--- src/slc_pkg.sv ---
// ----------------------------------------------------------------------------
// slc_pkg
// shared types and codes for the source line counter
// ----------------------------------------------------------------------------
package slc_pkg;

    // pending opener codes
    localparam logic [1:0] PEND_NONE  = 2'd0;
    localparam logic [1:0] PEND_SLASH = 2'd1;
    localparam logic [1:0] PEND_LINE  = 2'd2;
    localparam logic [1:0] PEND_BLOCK = 2'd3;

    localparam logic [7:0] CHAR_NEWLINE = 8'd10;
    localparam logic [7:0] CHAR_SPACE   = 8'd32;
    localparam logic [7:0] CHAR_QUOTE   = 8'd34;
    localparam logic [7:0] CHAR_STAR    = 8'd42;
    localparam logic [7:0] CHAR_SLASH   = 8'd47;

    // per-line scanner state
    typedef struct packed {
        logic       block;     // inside block comment
        logic       line_cmt;  // inside line comment
        logic       has_code;  // line holds code so far
        logic [1:0] pend;      // pending opener kind
        logic       quote;     // quote sat before the opener
        logic [7:0] prev;      // previous code character
        logic       star;      // star seen that may close
    } t_scan_state;

    localparam t_scan_state SCAN_RESET = '{
        block:    1'b0,
        line_cmt: 1'b0,
        has_code: 1'b0,
        pend:     PEND_NONE,
        quote:    1'b0,
        prev:     8'd0,
        star:     1'b0
    };

endpackage

--- src/slc_scan.sv ---
// ----------------------------------------------------------------------------
// slc_scan
// next-state logic of the comment scanner for one character
// ----------------------------------------------------------------------------
module slc_scan (
    input  slc_pkg::t_scan_state i_state,
    input  logic [7:0]           i_char,
    input  logic                 i_final,
    output slc_pkg::t_scan_state o_state,
    output logic                 o_emit,
    output logic                 o_counted
);

    function automatic slc_pkg::t_scan_state plain_char(slc_pkg::t_scan_state s,
                                                        logic [7:0] c);
        slc_pkg::t_scan_state r;
        r = s;
        if (c == slc_pkg::CHAR_SLASH) begin
            r.pend  = slc_pkg::PEND_SLASH;
            r.quote = (s.prev == slc_pkg::CHAR_QUOTE);
        end else begin
            if (c != slc_pkg::CHAR_SPACE) begin
                r.has_code = 1'b1;
            end
            r.prev = c;
        end
        return r;
    endfunction

    function automatic slc_pkg::t_scan_state comment_char(slc_pkg::t_scan_state s,
                                                          logic [7:0] c);
        slc_pkg::t_scan_state r;
        r = s;
        if (s.star && c == slc_pkg::CHAR_SLASH) begin
            r.block = 1'b0;
            r.star  = 1'b0;
        end else begin
            r.star = (c == slc_pkg::CHAR_STAR);
        end
        return r;
    endfunction

    slc_pkg::t_scan_state w_scan;
    slc_pkg::t_scan_state w_fin;
    logic                 w_is_nl;

    assign w_is_nl = (i_char == slc_pkg::CHAR_NEWLINE);

    // character scan
    always_comb begin
        w_scan = i_state;
        if (!w_is_nl && !i_state.line_cmt) begin
            if (i_state.block) begin
                w_scan = comment_char(i_state, i_char);
            end else begin
                w_scan.pend = slc_pkg::PEND_NONE;
                case (i_state.pend)
                    slc_pkg::PEND_SLASH: begin
                        if (i_char == slc_pkg::CHAR_SLASH || i_char == slc_pkg::CHAR_STAR) begin
                            if (i_state.quote) begin
                                w_scan.pend = (i_char == slc_pkg::CHAR_SLASH) ?
                                              slc_pkg::PEND_LINE : slc_pkg::PEND_BLOCK;
                            end else if (i_char == slc_pkg::CHAR_SLASH) begin
                                w_scan.line_cmt = 1'b1;
                            end else begin
                                w_scan.block = 1'b1;
                                w_scan.star  = 1'b0;
                            end
                        end else begin
                            // lone slash is code
                            w_scan.has_code = 1'b1;
                            w_scan.prev     = slc_pkg::CHAR_SLASH;
                            w_scan          = plain_char(w_scan, i_char);
                        end
                    end
                    slc_pkg::PEND_LINE, slc_pkg::PEND_BLOCK: begin
                        if (i_char == slc_pkg::CHAR_QUOTE) begin
                            // quoted opener, its characters are code
                            w_scan.has_code = 1'b1;
                            w_scan          = plain_char(w_scan, i_char);
                        end else if (i_state.pend == slc_pkg::PEND_LINE) begin
                            w_scan.line_cmt = 1'b1;
                        end else begin
                            w_scan.block = 1'b1;
                            w_scan.star  = 1'b0;
                            w_scan       = comment_char(w_scan, i_char);
                        end
                    end
                    default: begin
                        w_scan = plain_char(w_scan, i_char);
                    end
                endcase
            end
        end
    end

    // end of line handling
    always_comb begin
        w_fin = w_scan;
        if (w_scan.pend == slc_pkg::PEND_SLASH) begin
            w_fin.has_code = 1'b1;
        end else if (w_scan.pend == slc_pkg::PEND_BLOCK) begin
            w_fin.block = 1'b1;
            w_fin.star  = 1'b0;
        end
    end

    assign o_emit    = w_is_nl || i_final;
    assign o_counted = w_fin.has_code;

    always_comb begin
        o_state = w_scan;
        if (o_emit) begin
            o_state          = w_fin;
            o_state.has_code = 1'b0;
            o_state.line_cmt = 1'b0;
            o_state.pend     = slc_pkg::PEND_NONE;
            o_state.quote    = 1'b0;
            o_state.prev     = 8'd0;
            o_state.star     = 1'b0;
            if (i_final) begin
                o_state = slc_pkg::SCAN_RESET;
            end
        end
    end

endmodule

--- src/source_code_line_counter.sv ---
// ----------------------------------------------------------------------------
// source_code_line_counter
// counts lines of c source that hold code outside comments
// ----------------------------------------------------------------------------
//
//  channel | direction | handshake               | payload
//  --------+-----------+-------------------------+----------------------------------------
//  in      | input     | i_in_valid / o_in_stall | i_text_byte, i_final_byte
//  out     | output    | o_out_valid/i_out_stall | o_line_counted, o_total_lines, o_end_of_text
//
//  one byte per cycle while the input does not stall: each accepted byte is held in
//  the input register, then one pass of the scanner logic updates the state and, on a
//  newline or the final byte, loads the result register, which drives the result
//  outputs.
//  reset is synchronous and clears scanner state, total and both valid flags.
//  while a result is stalled, bytes that end no line keep flowing; the input
//  stalls only when a byte that ends a line waits in the input register.
//
module source_code_line_counter #(
    parameter int COUNT_WIDTH = 32
) (
    input  logic        i_clk,
    input  logic        i_rst_n,
    // input transactions
    input  logic        i_in_valid,
    output logic        o_in_stall,
    input  logic [7:0]  i_text_byte,
    input  logic        i_final_byte,
    // result transactions
    output logic        o_out_valid,
    input  logic        i_out_stall,
    output logic        o_line_counted,
    output logic [31:0] o_total_lines,
    output logic        o_end_of_text
);

    // input register
    logic       r_in_valid;
    logic [7:0] r_in_byte;
    logic       r_in_final;

    // scanner state and running total
    slc_pkg::t_scan_state   r_state;
    slc_pkg::t_scan_state   n_state;
    logic [COUNT_WIDTH-1:0] r_total;
    logic [COUNT_WIDTH-1:0] n_total;

    // result register
    logic r_out_valid;
    logic r_out_counted;
    logic r_out_last;
    logic [31:0] r_out_total;

    logic w_emit;
    logic w_counted;
    logic w_advance;
    logic [63:0] w_total_ext;

    slc_scan u_scan (
        .i_state   (r_state),
        .i_char    (r_in_byte),
        .i_final   (r_in_final),
        .o_state   (n_state),
        .o_emit    (w_emit),
        .o_counted (w_counted)
    );

    // a byte with no result always moves; one with a result needs the slot
    assign w_advance  = r_in_valid && (!w_emit || !r_out_valid || !i_out_stall);
    assign o_in_stall = r_in_valid && !w_advance;

    // saturating count of code lines
    always_comb begin
        n_total = r_total;
        if (w_counted && (r_total != {COUNT_WIDTH{1'b1}})) begin
            n_total = r_total + COUNT_WIDTH'(1);
        end
    end

    assign w_total_ext = 64'(n_total);

    always_ff @(posedge i_clk) begin
        if (!i_rst_n) begin
            r_in_valid <= 1'b0;
        end else if (!o_in_stall) begin
            r_in_valid <= i_in_valid;
        end
    end

    always_ff @(posedge i_clk) begin
        if (!o_in_stall && i_in_valid) begin
            r_in_byte  <= i_text_byte;
            r_in_final <= i_final_byte;
        end
    end

    always_ff @(posedge i_clk) begin
        if (!i_rst_n) begin
            r_state <= slc_pkg::SCAN_RESET;
            r_total <= '0;
        end else if (w_advance) begin
            r_state <= n_state;
            if (w_emit) begin
                // the final byte starts the next text afresh
                r_total <= r_in_final ? '0 : n_total;
            end
        end
    end

    always_ff @(posedge i_clk) begin
        if (!i_rst_n) begin
            r_out_valid <= 1'b0;
        end else if (w_advance && w_emit) begin
            r_out_valid <= 1'b1;
        end else if (!i_out_stall) begin
            r_out_valid <= 1'b0;
        end
    end

    always_ff @(posedge i_clk) begin
        if (w_advance && w_emit) begin
            r_out_counted <= w_counted;
            r_out_last    <= r_in_final;
            r_out_total   <= w_total_ext[31:0];
        end
    end

    assign o_out_valid    = r_out_valid;
    assign o_line_counted = r_out_counted;
    assign o_total_lines  = r_out_total;
    assign o_end_of_text  = r_out_last;

`ifndef ASSERT_OFF
    // reset leaves no transaction in flight and a zero total
    a_reset_clear: assert property (@(posedge i_clk)
        !i_rst_n |=> (!r_in_valid && !r_out_valid && r_total == '0))
        else $error("state not cleared by reset");

    // inside a block comment no line comment and no pending opener is active
    a_block_exclusive: assert property (@(posedge i_clk) disable iff (!i_rst_n)
        r_state.block |-> (!r_state.line_cmt && r_state.pend == slc_pkg::PEND_NONE))
        else $error("block comment overlaps other scanner state");

    // a result may only be replaced once the old one is taken
    a_no_overwrite: assert property (@(posedge i_clk) disable iff (!i_rst_n)
        (r_out_valid && i_out_stall) |=> (r_out_valid && $stable(r_out_total)))
        else $error("pending result lost");
`endif

endmodule

--- config.mk ---
export PLATFORM = sky130hd
export DESIGN_NAME = source_code_line_counter
export DESIGN_NICKNAME = d
export VERILOG_FILES = /design/src/slc_pkg.sv /design/src/slc_scan.sv /design/src/source_code_line_counter.sv
export SDC_FILE = /design/constraint.sdc
export NUM_CORES = 1
export LEC_CHECK = 0
export BUFFER_PORTS_ARGS = -buffer_cell sky130_fd_sc_hd__buf_2
export CAP_MARGIN = 25
export CORE_MARGIN = 3
export CORE_UTILIZATION = 35
export DETAILED_ROUTE_END_ITERATION = 16
export PLACE_DENSITY = 0.52
export SLEW_MARGIN = 0
export SYNTH_ARGS = -nofsm -noshare
export SYNTH_HDL_FRONTEND = slang
export SYNTH_SLANG_ARGS = --single-unit
--- constraint.sdc ---
create_clock -name i_clk -period 3.5 [get_ports i_clk]
set_clock_uncertainty 0.2 [all_clocks]
set_input_delay 0.175 -clock i_clk [delete_from_list [all_inputs] [get_ports i_clk]]
set_output_delay 0.175 -clock i_clk [all_outputs]
set_load 0.02 [all_outputs]
==> results.cfg, run 1 <==
[status]
status = finished, final reports clean

[synthesis]
yosys_warnings = 0
synth_cells = 473
synth-main-ff-cell = dfxtp_1
postSynthAreaPerCell_sq_um = 9.859
synth_area_leaders = edfxtp_1 28%, dfxtp_1 21%, xnor2_1 3.2%, nand2_1 2.9%, nor3_1 2.7%
synth_area_sq_mm = 0.004663
yosysSeqAreaShare = 0.4873
ys_types = 64
synth_top_cell_area_share = 0.2769
ys_ff_latch = 92
synth_top_area_cell = edfxtp_1
syn_nets = 487
synth_async_sr_flop_share = 0
synth-edff-count = 43

[routing]
drtIter0Drc = 279
vias = 3843
firstDrtPassIters = 4
routed_wirelength_mm = 11.34
ant_nets = 0
post_drt_wl_per_cell_microns = 15.98
via_per_inst = 5.413
drc_errors = 0

[worst_setup_path]
path_max_fanout = 18
endpoint_kind = flop
crit_required_ns = 3.40
startpoint_type = flop
worstSetupPathType = flop to flop
cp_data_arrival_time_ns = 3.08

[die]
core_area_sq_mm = 0.01282
dieArea_sq_mm = 0.01474
num_rows = 41
die_y_microns = 121.4
num_io_pins = 49
start_util = 0.3636
die_w_microns = 121.4

[timing]
rsz0062_at_grt = false
final.period_utilization = 0.9104
slew_headroom = 0.4577
fmax_ghz = 0.3138
tightest_slew_ns = 0.8049
setup_viol = 0
finalSetupTns_ns = 0
drv_slew = 0
fin_crit_ns = 3.187
whs_ns = 0.06409
hold_viol = 0
timing.final.ws_setup_ns = 0.3134

[placed_design]
place.gp.congestion = 0.8477
dp_cells = 683
pre_cts_ws_ns = 0.3221
hpwlAfterDp_mm = 7.898
portBuffers = 48

[hold_path]
hold_class = input pin to flop

[global_routing]
grt_pass1_wl_mm = 18.79
grt_max_degree = 35
grt_pass1_vias = 3638
track_usage = 0.1617
antenna_found_initial = 0
grt_overflow = 0

[pwr]
power_density_mw_per_mm2 = 397.8
p_leak_nw = 2.017
peakVddDrop_mv = 0.2469
total_power_mw = 2.198

[finish]
fin_cells = 710
area_growth_pct = 18.46
layout.nets = 547
final.fill_count = 1296
drive_above_1_share = 0.1840
antenna_cells = 0

[job]
max_cap_violations = 0

[clock_tree]
cts_tree = yes
clock_sinks = 92
clkTransAtPathRegs_ns = 0.06
cts_made_buffers = 9
clockBufferDepth = 2
cts_resized = 0
cts-htree-levels = 3
clockRootBuffer = clkbuf_16
clk_latency_ns = 0.35
-- layout by cell type, fill, tap and decap left out, types with 4 or more instances in the layout --
cell / instances
o31ai_1: 6
clkbuf_16: 10
a21boi_0: 4
and3_1: 4
xor2_1: 14
nor3_1: 25
buf_4: 18
dlygate4sd3_1: 11
nand3_2: 4
o21ai_0: 20
xnor2_1: 17
nand3_1: 21
or2_2: 4
buf_2: 48
and2_1: 9
edfxtp_1: 43
nand3b_1: 4
nand4_1: 14
inv_1: 12
o211a_1: 5
nand2_1: 36
dfxtp_1: 49
a31oi_1: 14
nor4_1: 5
a21oi_1: 13
a32oi_1: 10
or3_1: 4
nand2b_1: 5
a2bb2oi_1: 4
nor2_1: 30
a21o_1: 7
nor2b_1: 7
o21ai_1: 5
-- cells in the mapped netlist, types with 5 or more instances --
library cell and n:
nand4_1 14, clkbuf_1 19, nand3_1 21, a31oi_1 14
o21ai_0 20, dfxtp_1 49, a21o_1 7, nor2b_1 7
nand2_1 36, and2_1 9, edfxtp_1 43, buf_2 5
nor4_1 5, o211a_1 5, o31ai_1 6, a32oi_1 10
inv_1 12, nor3_1 25, xnor2_1 17, a21oi_1 13
nor2_1 30, o21ai_1 5, xor2_1 14, nand2b_1 5
-- where the power goes --
| group | total [mW] | internal, mW | switching, mW |
|---|---|---|---|
| Sequential | 1.16 | 1.14 | 0.0132 |
| Combinational | 0.116 | 0.0461 | 0.0698 |
| Clock | 0.926 | 0.524 | 0.402 |
| Total | 2.20 | 1.71 | 0.485 |
-- routing by layer --
metal / track usage / vias up / wire length [microns]
met4: 0.05672 / 0 / 172
met3: 0.03497 / 13 / 529
li1: - / 1915 / -
met5: 0 / - / 0
met2: 0.2497 / 89 / 5182
met1: 0.2236 / 1826 / 5459
-- path summary, 6_finish.rpt --
kind                            cells after the start         start                 to  slack [ns]
worst min register to register                      2    r_state[0]         r_state[0]        0.27
worst max register to register                      7  r_in_byte[0]  o_total_lines[31]        0.31
worst min-delay path                                2       i_rst_n         r_in_valid        0.06
worst max-delay path                                7  r_in_byte[0]  o_total_lines[31]        0.31
-- critical path, stage by stage, from the launching register on --
cell,delay [ns]
edfxtp_1,0.46
or4b_1,0.65
a2111oi_4,0.39
a211oi_2,0.12
o221ai_4,0.31
nand2_2,0.30
or2_2,0.38
xnor2_1,0.12
-- cells by family after synthesis --
| logic type | Yosys count | share of synthesized area |
|---|---|---|
| and+or+nand+nor | 191 | 0.2243 |
| buffers and inverters | 40 | 0.03676 |
| DFF | 92 | 0.4873 |
| adders and majority gates | 1 | 0.002683 |
| muxes | 2 | 0.004293 |
| AOI/OAI and AO/OA | 116 | 0.1865 |
| xor gates and xnor gates | 31 | 0.05822 |
-- metrics by stage --
step           cell area [sq um]    util
2_1_floorplan               4663       -
3_3_place_gp                5132  0.4002
3_5_place_dp                5132  0.4002
4_1_cts                     5524  0.4307
5_1_grt                     5524  0.4307
6_report                    5524  0.4307
-- flip-flops by register name (all words and copies together), names as in the netlist --
name	cells
o_end_of_text	1
o_line_counted	1
o_out_valid	1
o_total_lines	32
r_in_byte	8
r_in_final	1
r_in_valid	1
r_state	15
r_total	32
-- cell type report --
| type | count | area, sq um | share of cell area |
|---|---|---|---|
| Sequential cell | 92 | 2272 | 0.4113 |
| Multi-Input combinational cell | 341 | 2225 | 0.4027 |
| Timing Repair Buffer | 77 | 485.5 | 0.08788 |
| Clock buffer | 12 | 257.7 | 0.04666 |
| Tap cell | 172 | 215.2 | 0.03896 |
| Inverter | 12 | 45.04 | 0.008154 |
| Clock inverter | 4 | 23.77 | 0.004304 |
-- what timing repair did --
| item | CTS | global route |
|---|---|---|
| hold buffers | 11 | 0 |
| setup buffers | 0 | 0 |
| hold endpoints to repair | 11 | 0 |
No activity file was read; power rests on OpenSTA's default activity.
==> run 2, diff against run 1 <==
--- a/config.mk
+++ b/config.mk
@@ -7,11 +7,11 @@
 export LEC_CHECK = 0
 export BUFFER_PORTS_ARGS = -buffer_cell sky130_fd_sc_hd__buf_2
 export CAP_MARGIN = 25
-export CORE_MARGIN = 3
 export CORE_UTILIZATION = 35
 export DETAILED_ROUTE_END_ITERATION = 16
 export PLACE_DENSITY = 0.52
 export SLEW_MARGIN = 0
 export SYNTH_ARGS = -nofsm -noshare
 export SYNTH_HDL_FRONTEND = slang
+export SYNTH_HIERARCHICAL = 1
 export SYNTH_SLANG_ARGS = --single-unit
==> results.cfg, run 2 <==
[synthesis]
ys_types = 70
syn_nets = 577
synth_most_common_cell = nand2_1
synth_cells = 563
synth_top_area_cell = edfxtp_1
ys_ff_latch = 92
synth_top_cell_area_share = 0.2563
synth_area_sq_mm = 0.005039
postSynthAreaPerCell_sq_um = 8.950
synth-edff-count = 43
yosys_warnings = 6
synth-main-ff-cell = dfxtp_1
synth_area_leaders = edfxtp_1 26%, dfxtp_1 19%, nand2_1 6.4%, a21oi_1 3.8%, xnor2_1 3.7%
yosysSeqAreaShare = 0.4510
synthTopCellsByCount = 86 x nand2_1, 49 x dfxtp_1, 45 x nor2_1, 43 x edfxtp_1, 38 x a21oi_1
synth_async_sr_flop_share = 0

[routing]
vias = 4518
firstDrtPassIters = 6
drtIter0Drc = 344
via_per_inst = 5.550
routed_wirelength_mm = 13.24
drc_errors = 0
ant_nets = 0
post_drt_wl_per_cell_microns = 16.26

[clock_tree]
clk_latency_ns = 0.35
clkTransAtPathRegs_ns = 0.07
cts_made_buffers = 9
cts_tree = yes
cts_setup_buffers = 0
clockRootBuffer = clkbuf_16
clockBufferDepth = 2
clock_sinks = 92
cts-htree-levels = 3

[global_routing]
grt_overflow = 0
track_usage = 0.1872
grt_max_degree = 30
antenna_found_initial = 0
grt_pass1_wl_mm = 21.45
grt_pass1_vias = 4293

[finish]
final_cell_mix = 85 x nand2_1, 49 x dfxtp_1, 48 x buf_2
fin_util = 0.4321
final.fill_count = 1434
area_growth_pct = 19.97
layout.nets = 643
antenna_cells = 0
drive_above_1_share = 0.1909
final_common_cell = nand2_1

[pwr]
peakVddDrop_mv = 0.2163
power_density_mw_per_mm2 = 377.6
power_switching_share = 0.2337
p_leak_nw = 2.028
switchingPower_mw = 0.5335
p_int_mw = 1.749
power_frac_comb = 0.063
p_clk_frac = 0.430
pwr-share-seq = 0.506

[timing]
setup_viol = 0
whs_ns = 0.2596
final.period_utilization = 0.9516
fmax_ghz = 0.3003
fin_crit_ns = 3.330
slew_headroom = 0.5457
hold_viol = 0
tightest_slew_ns = 0.6806
drv_slew = 0

[status]
status = finished, final reports clean

[worst_setup_path]
path_max_fanout = 5
endpoint = o_total_lines[29]
setup.worst_path.start = r_in_byte[4]
crit_required_ns = 3.40
cp.depth = 10
crit_family = simple AND/OR/NAND/NOR gates
ff2ff_path_depth = 10
crit_buf_inv = 2
worstSetupPathType = flop to flop
cp_cell_sequence = or3_4 -> o31ai_2 -> nor3_2 -> o31ai_4 -> inv_1 -> or4_1 -> nor4_2 -> buf_4 -> nand2_1 -> xnor2_1
r2r-start = r_in_byte[4]
slowest_delay_ns = 0.60
reg2reg_slack_ns = 0.17
endpoint_kind = flop
rr_endpoint = o_total_lines[29]
crit_path_top_delay_cell = or4_1
startpoint_type = flop
cp_data_arrival_time_ns = 3.23

[die]
dieArea_sq_mm = 0.01488
die_y_microns = 122.0
die_w_microns = 122.0
start_util = 0.3602
num_io_pins = 49
num_rows = 43
core_area_sq_mm = 0.01399

[placed_design]
place.gp.congestion = 0.8879
hpwlAfterDp_mm = 9.189
portBuffers = 48

[hold_path]
hold_class = flop to flop

[job]
max_cap_violations = 0
[run 2: how the worst min path moves through the flow]
| stage | startpoint | end | slack, ns | cells past startpoint |
|---|---|---|---|---|
| 2_1_floorplan | i_text_byte[0] | r_in_byte[0] | 0.07 | 0 |
| 3_3_place_gp | i_text_byte[0] | r_in_byte[0] | 0.15 | 1 |
| 3_5_place_dp | i_text_byte[6] | r_in_byte[6] | 0.15 | 1 |
| 4_1_cts | r_state[9] | r_state[9] | 0.26 | 2 |
| 5_1_grt | r_state[4] | r_state[4] | 0.29 | 2 |
| 6_report | r_state[9] | r_state[9] | 0.26 | 2 |
[run 2: power groups by stage]
stage	combinational [mW]	clock [mW]	sequential (mW)
after floorplan	0.0588	0	1.20
after global placement	0.133	0	1.18
after detailed placement	0.134	0	1.18
after CTS	0.144	1.01	1.16
after global routing	0.157	1.05	1.16
final	0.145	0.982	1.16
[run 2: logic make-up (layout without fill, tap and decap cells)]
family / after synthesis / count (layout) / synth area share
simple gates: 261 / 261 / 0.2729
compound gates: 120 / 120 / 0.1681
flops: 92 / 92 / 0.4510
buf+inv: 56 / 127 / 0.04767
xor+xnor: 31 / 31 / 0.05389
mux: 2 / 2 / 0.003973
fa+ha+maj: 1 / 1 / 0.002483
[run 2: repair_timing]
action | 4_1_cts | 5_1_grt
setup endpoints to repair | 1 | 21
hold buffers | 12 | 0
endpoints found under the hold margin | 13 | 0
pin swaps | 0 | 1
gates resized for setup | 1 | 6
[run 2: per-layer routing]
metal	global-route usage	wire length (microns)	part of all wire
met1	0.2458	6374	0.48
met2	0.3040	6145	0.46
met3	0.03652	476	0.036
met4	0.06790	240	0.018
met5	0	0	0
[run 2: layout make-up]
type,instances,area (sq um),share of cell area
Tap cell,180,225.2,0.03726
Clock buffer,10,229.0,0.03788
Multi-Input combinational cell,415,2565,0.4243
Inverter,18,67.56,0.01118
Clock inverter,6,65.06,0.01076
Timing Repair Buffer,93,620.6,0.1027
Sequential cell,92,2272,0.3759
[run 2: stage by stage]
stage               instances  cell area (sq um)  setup TNS, ns  setup WS, ns  power (mW)
global route              814               6045       -0.05083      -0.02587       2.367
detailed placement        786               5597      -0.001698     -0.001698       1.314
finish                    814               6045              0        0.1695       2.282
global placement          786               5597              0       0.06499       1.313
CTS                       814               6016              0       0.03607       2.313
floorplan                 563               5044              0      0.001042       1.255
[run 2: worst register-to-register path, cell delays in order (launching register included)]
cell	delay, ns
edfxtp_1	0.44
or3_4	0.45
o31ai_2	0.32
nor3_2	0.13
o31ai_4	0.27
inv_1	0.09
or4_1	0.60
nor4_2	0.17
buf_4	0.17
nand2_1	0.09
xnor2_1	0.15
==> run 3, diff against run 2 <==
--- a/config.mk
+++ b/config.mk
@@ -7,9 +7,10 @@
 export LEC_CHECK = 0
 export BUFFER_PORTS_ARGS = -buffer_cell sky130_fd_sc_hd__buf_2
 export CAP_MARGIN = 25
-export CORE_UTILIZATION = 35
+export CORE_UTILIZATION = 28
+export CTS_BUF_LIST = sky130_fd_sc_hd__clkbuf_16
 export DETAILED_ROUTE_END_ITERATION = 16
-export PLACE_DENSITY = 0.52
+export PLACE_DENSITY = 0.44
 export SLEW_MARGIN = 0
 export SYNTH_ARGS = -nofsm -noshare
 export SYNTH_HDL_FRONTEND = slang
==> results.cfg, run 3 (same netlist as run 2, synthesis figures left out) <==
[placed_design]
place.gp.congestion = 0.8001
portBuffers = 48
hpwlAfterDp_mm = 9.819
pre_cts_ws_ns = 0.001419

[timing]
timing.final.ws_setup_ns = 0.1497
drv_slew = 0
slew_headroom = 0.4185
tightest_slew_ns = 0.8712
finalSetupTns_ns = 0
rsz0062_at_grt = false
final.period_utilization = 0.9572
setup_viol = 0
hold_viol = 0
fin_crit_ns = 3.350
fmax_ghz = 0.2985

[die]
die_w_microns = 136.1
num_io_pins = 49
die_y_microns = 136.1
dieArea_sq_mm = 0.01854
num_rows = 48
core_area_sq_mm = 0.01742
start_util = 0.2893

[pwr]
p_leak_nw = 2.121
power_density_mw_per_mm2 = 354.9
peakVddDrop_mv = 0.2312

[worst_setup_path]
path_max_fanout = 11
crit_required_ns = 3.57
endpoint_kind = flop
worstSetupPathType = flop to flop
cp_data_arrival_time_ns = 3.42
startpoint_type = flop

[finish]
final.fill_count = 1795
area_growth_pct = 23.71
multi_input_area_sq_mm = 0.002613
drive_above_1_share = 0.2092
antenna_cells = 0
final_cell_mix = 85 x nand2_1, 49 x dfxtp_1, 48 x buf_2, 48 x buf_4, 44 x nor2_1
layout.nets = 659
seq_area_sq_mm = 0.002272
final_common_cell = nand2_1

[job]
max_cap_violations = 0

[routing]
vias = 4599
ant_nets = 0
drc_errors = 0
via_per_inst = 5.256
post_drt_wl_per_cell_microns = 16.29
drtIter0Drc = 300
routed_wirelength_mm = 14.25
firstDrtPassIters = 4

[clock_tree]
clockRootBuffer = clkbuf_16
clk_latency_ns = 0.36
clockBufferDepth = 2
cts-htree-levels = 3
cts_tree = yes
cts_made_buffers = 9
clkTransAtPathRegs_ns = 0.07
clock_sinks = 92

[global_routing]
grt_max_degree = 36
track_usage = 0.1620
antenna_found_initial = 0
grt_overflow = 0
grt_pass1_vias = 4409
grt_pass1_wl_mm = 23.00

[hold_path]
hold_class = flop to flop

[status]
status = finished, final reports clean
[run 3: path summary, 6_finish.rpt]
kind | start | to | slack (ns) | cells past startpoint
hold reg to reg | r_state[9] | r_state[9] | 0.26 | 2
hold / removal | r_state[9] | r_state[9] | 0.26 | 2
setup reg to reg | r_in_byte[6] | r_total[26] | 0.15 | 13
setup / recovery | r_in_byte[6] | r_total[26] | 0.15 | 13
[run 3: worst max-delay path, cell delays in order, from the launching register on]
cell and delay, ns:
edfxtp_1 0.45, nor4b_4 0.33, nand2_2 0.15, buf_4 0.17, or3_1 0.39, a31oi_4 0.20, o31ai_4 0.11, buf_4 0.15
and4_1 0.23, nand2_4 0.12, nor3_1 0.06, buf_4 0.19, a311o_1 0.36, a31oi_1 0.16
[run 3: report_power, final]
part	switching (mW)	leakage [nW]	internal, mW
Clock	0.435	0.127	0.471
Sequential	0.0131	0.784	1.14
Combinational	0.0952	1.21	0.0539
Total	0.544	2.12	1.67
[run 3: final cells by class]
class / instances / share of cell area
inverters: 18 / 0.01084
well taps: 225 / 0.04516
multi-input cells: 415 / 0.4191
clock buffers: 9 / 0.03613
clock inverters: 7 / 0.005420
flip-flops and latches: 92 / 0.3645
repair buffers: 109 / 0.1188
[run 3: routing by layer]
metal	part of all wire	global-route usage	vias up
met2	0.46	0.2487	107
met1	0.47	0.2133	2195
met4	0.029	0.08457	0
met3	0.044	0.03318	37
li1	-	-	2260
met5	0	0	-
[run 3: timing repair]
action	in CTS	in global routing
buffers inserted	0	7
gates resized for setup	2	12
hold endpoints to repair	13	0
setup endpoints to repair	3	24
hold buffers	12	0
cloned	0	0
pin swaps	0	11
[run 3: per-stage QoR]
step / power (mW) / hold WS, ns / cell area, sq um / util / std cells
floorplan: 1.255 / 0.07387 / 5044 / - / 563
global placement: 1.316 / 0.1514 / 5720 / 0.3284 / 840
detailed placement: 1.317 / 0.1531 / 5720 / 0.3284 / 840
CTS: 2.234 / 0.2659 / 6111 / 0.3509 / 868
global route: 2.297 / 0.2991 / 6233 / 0.3579 / 875
finish: 2.212 / 0.2630 / 6233 / 0.3579 / 875
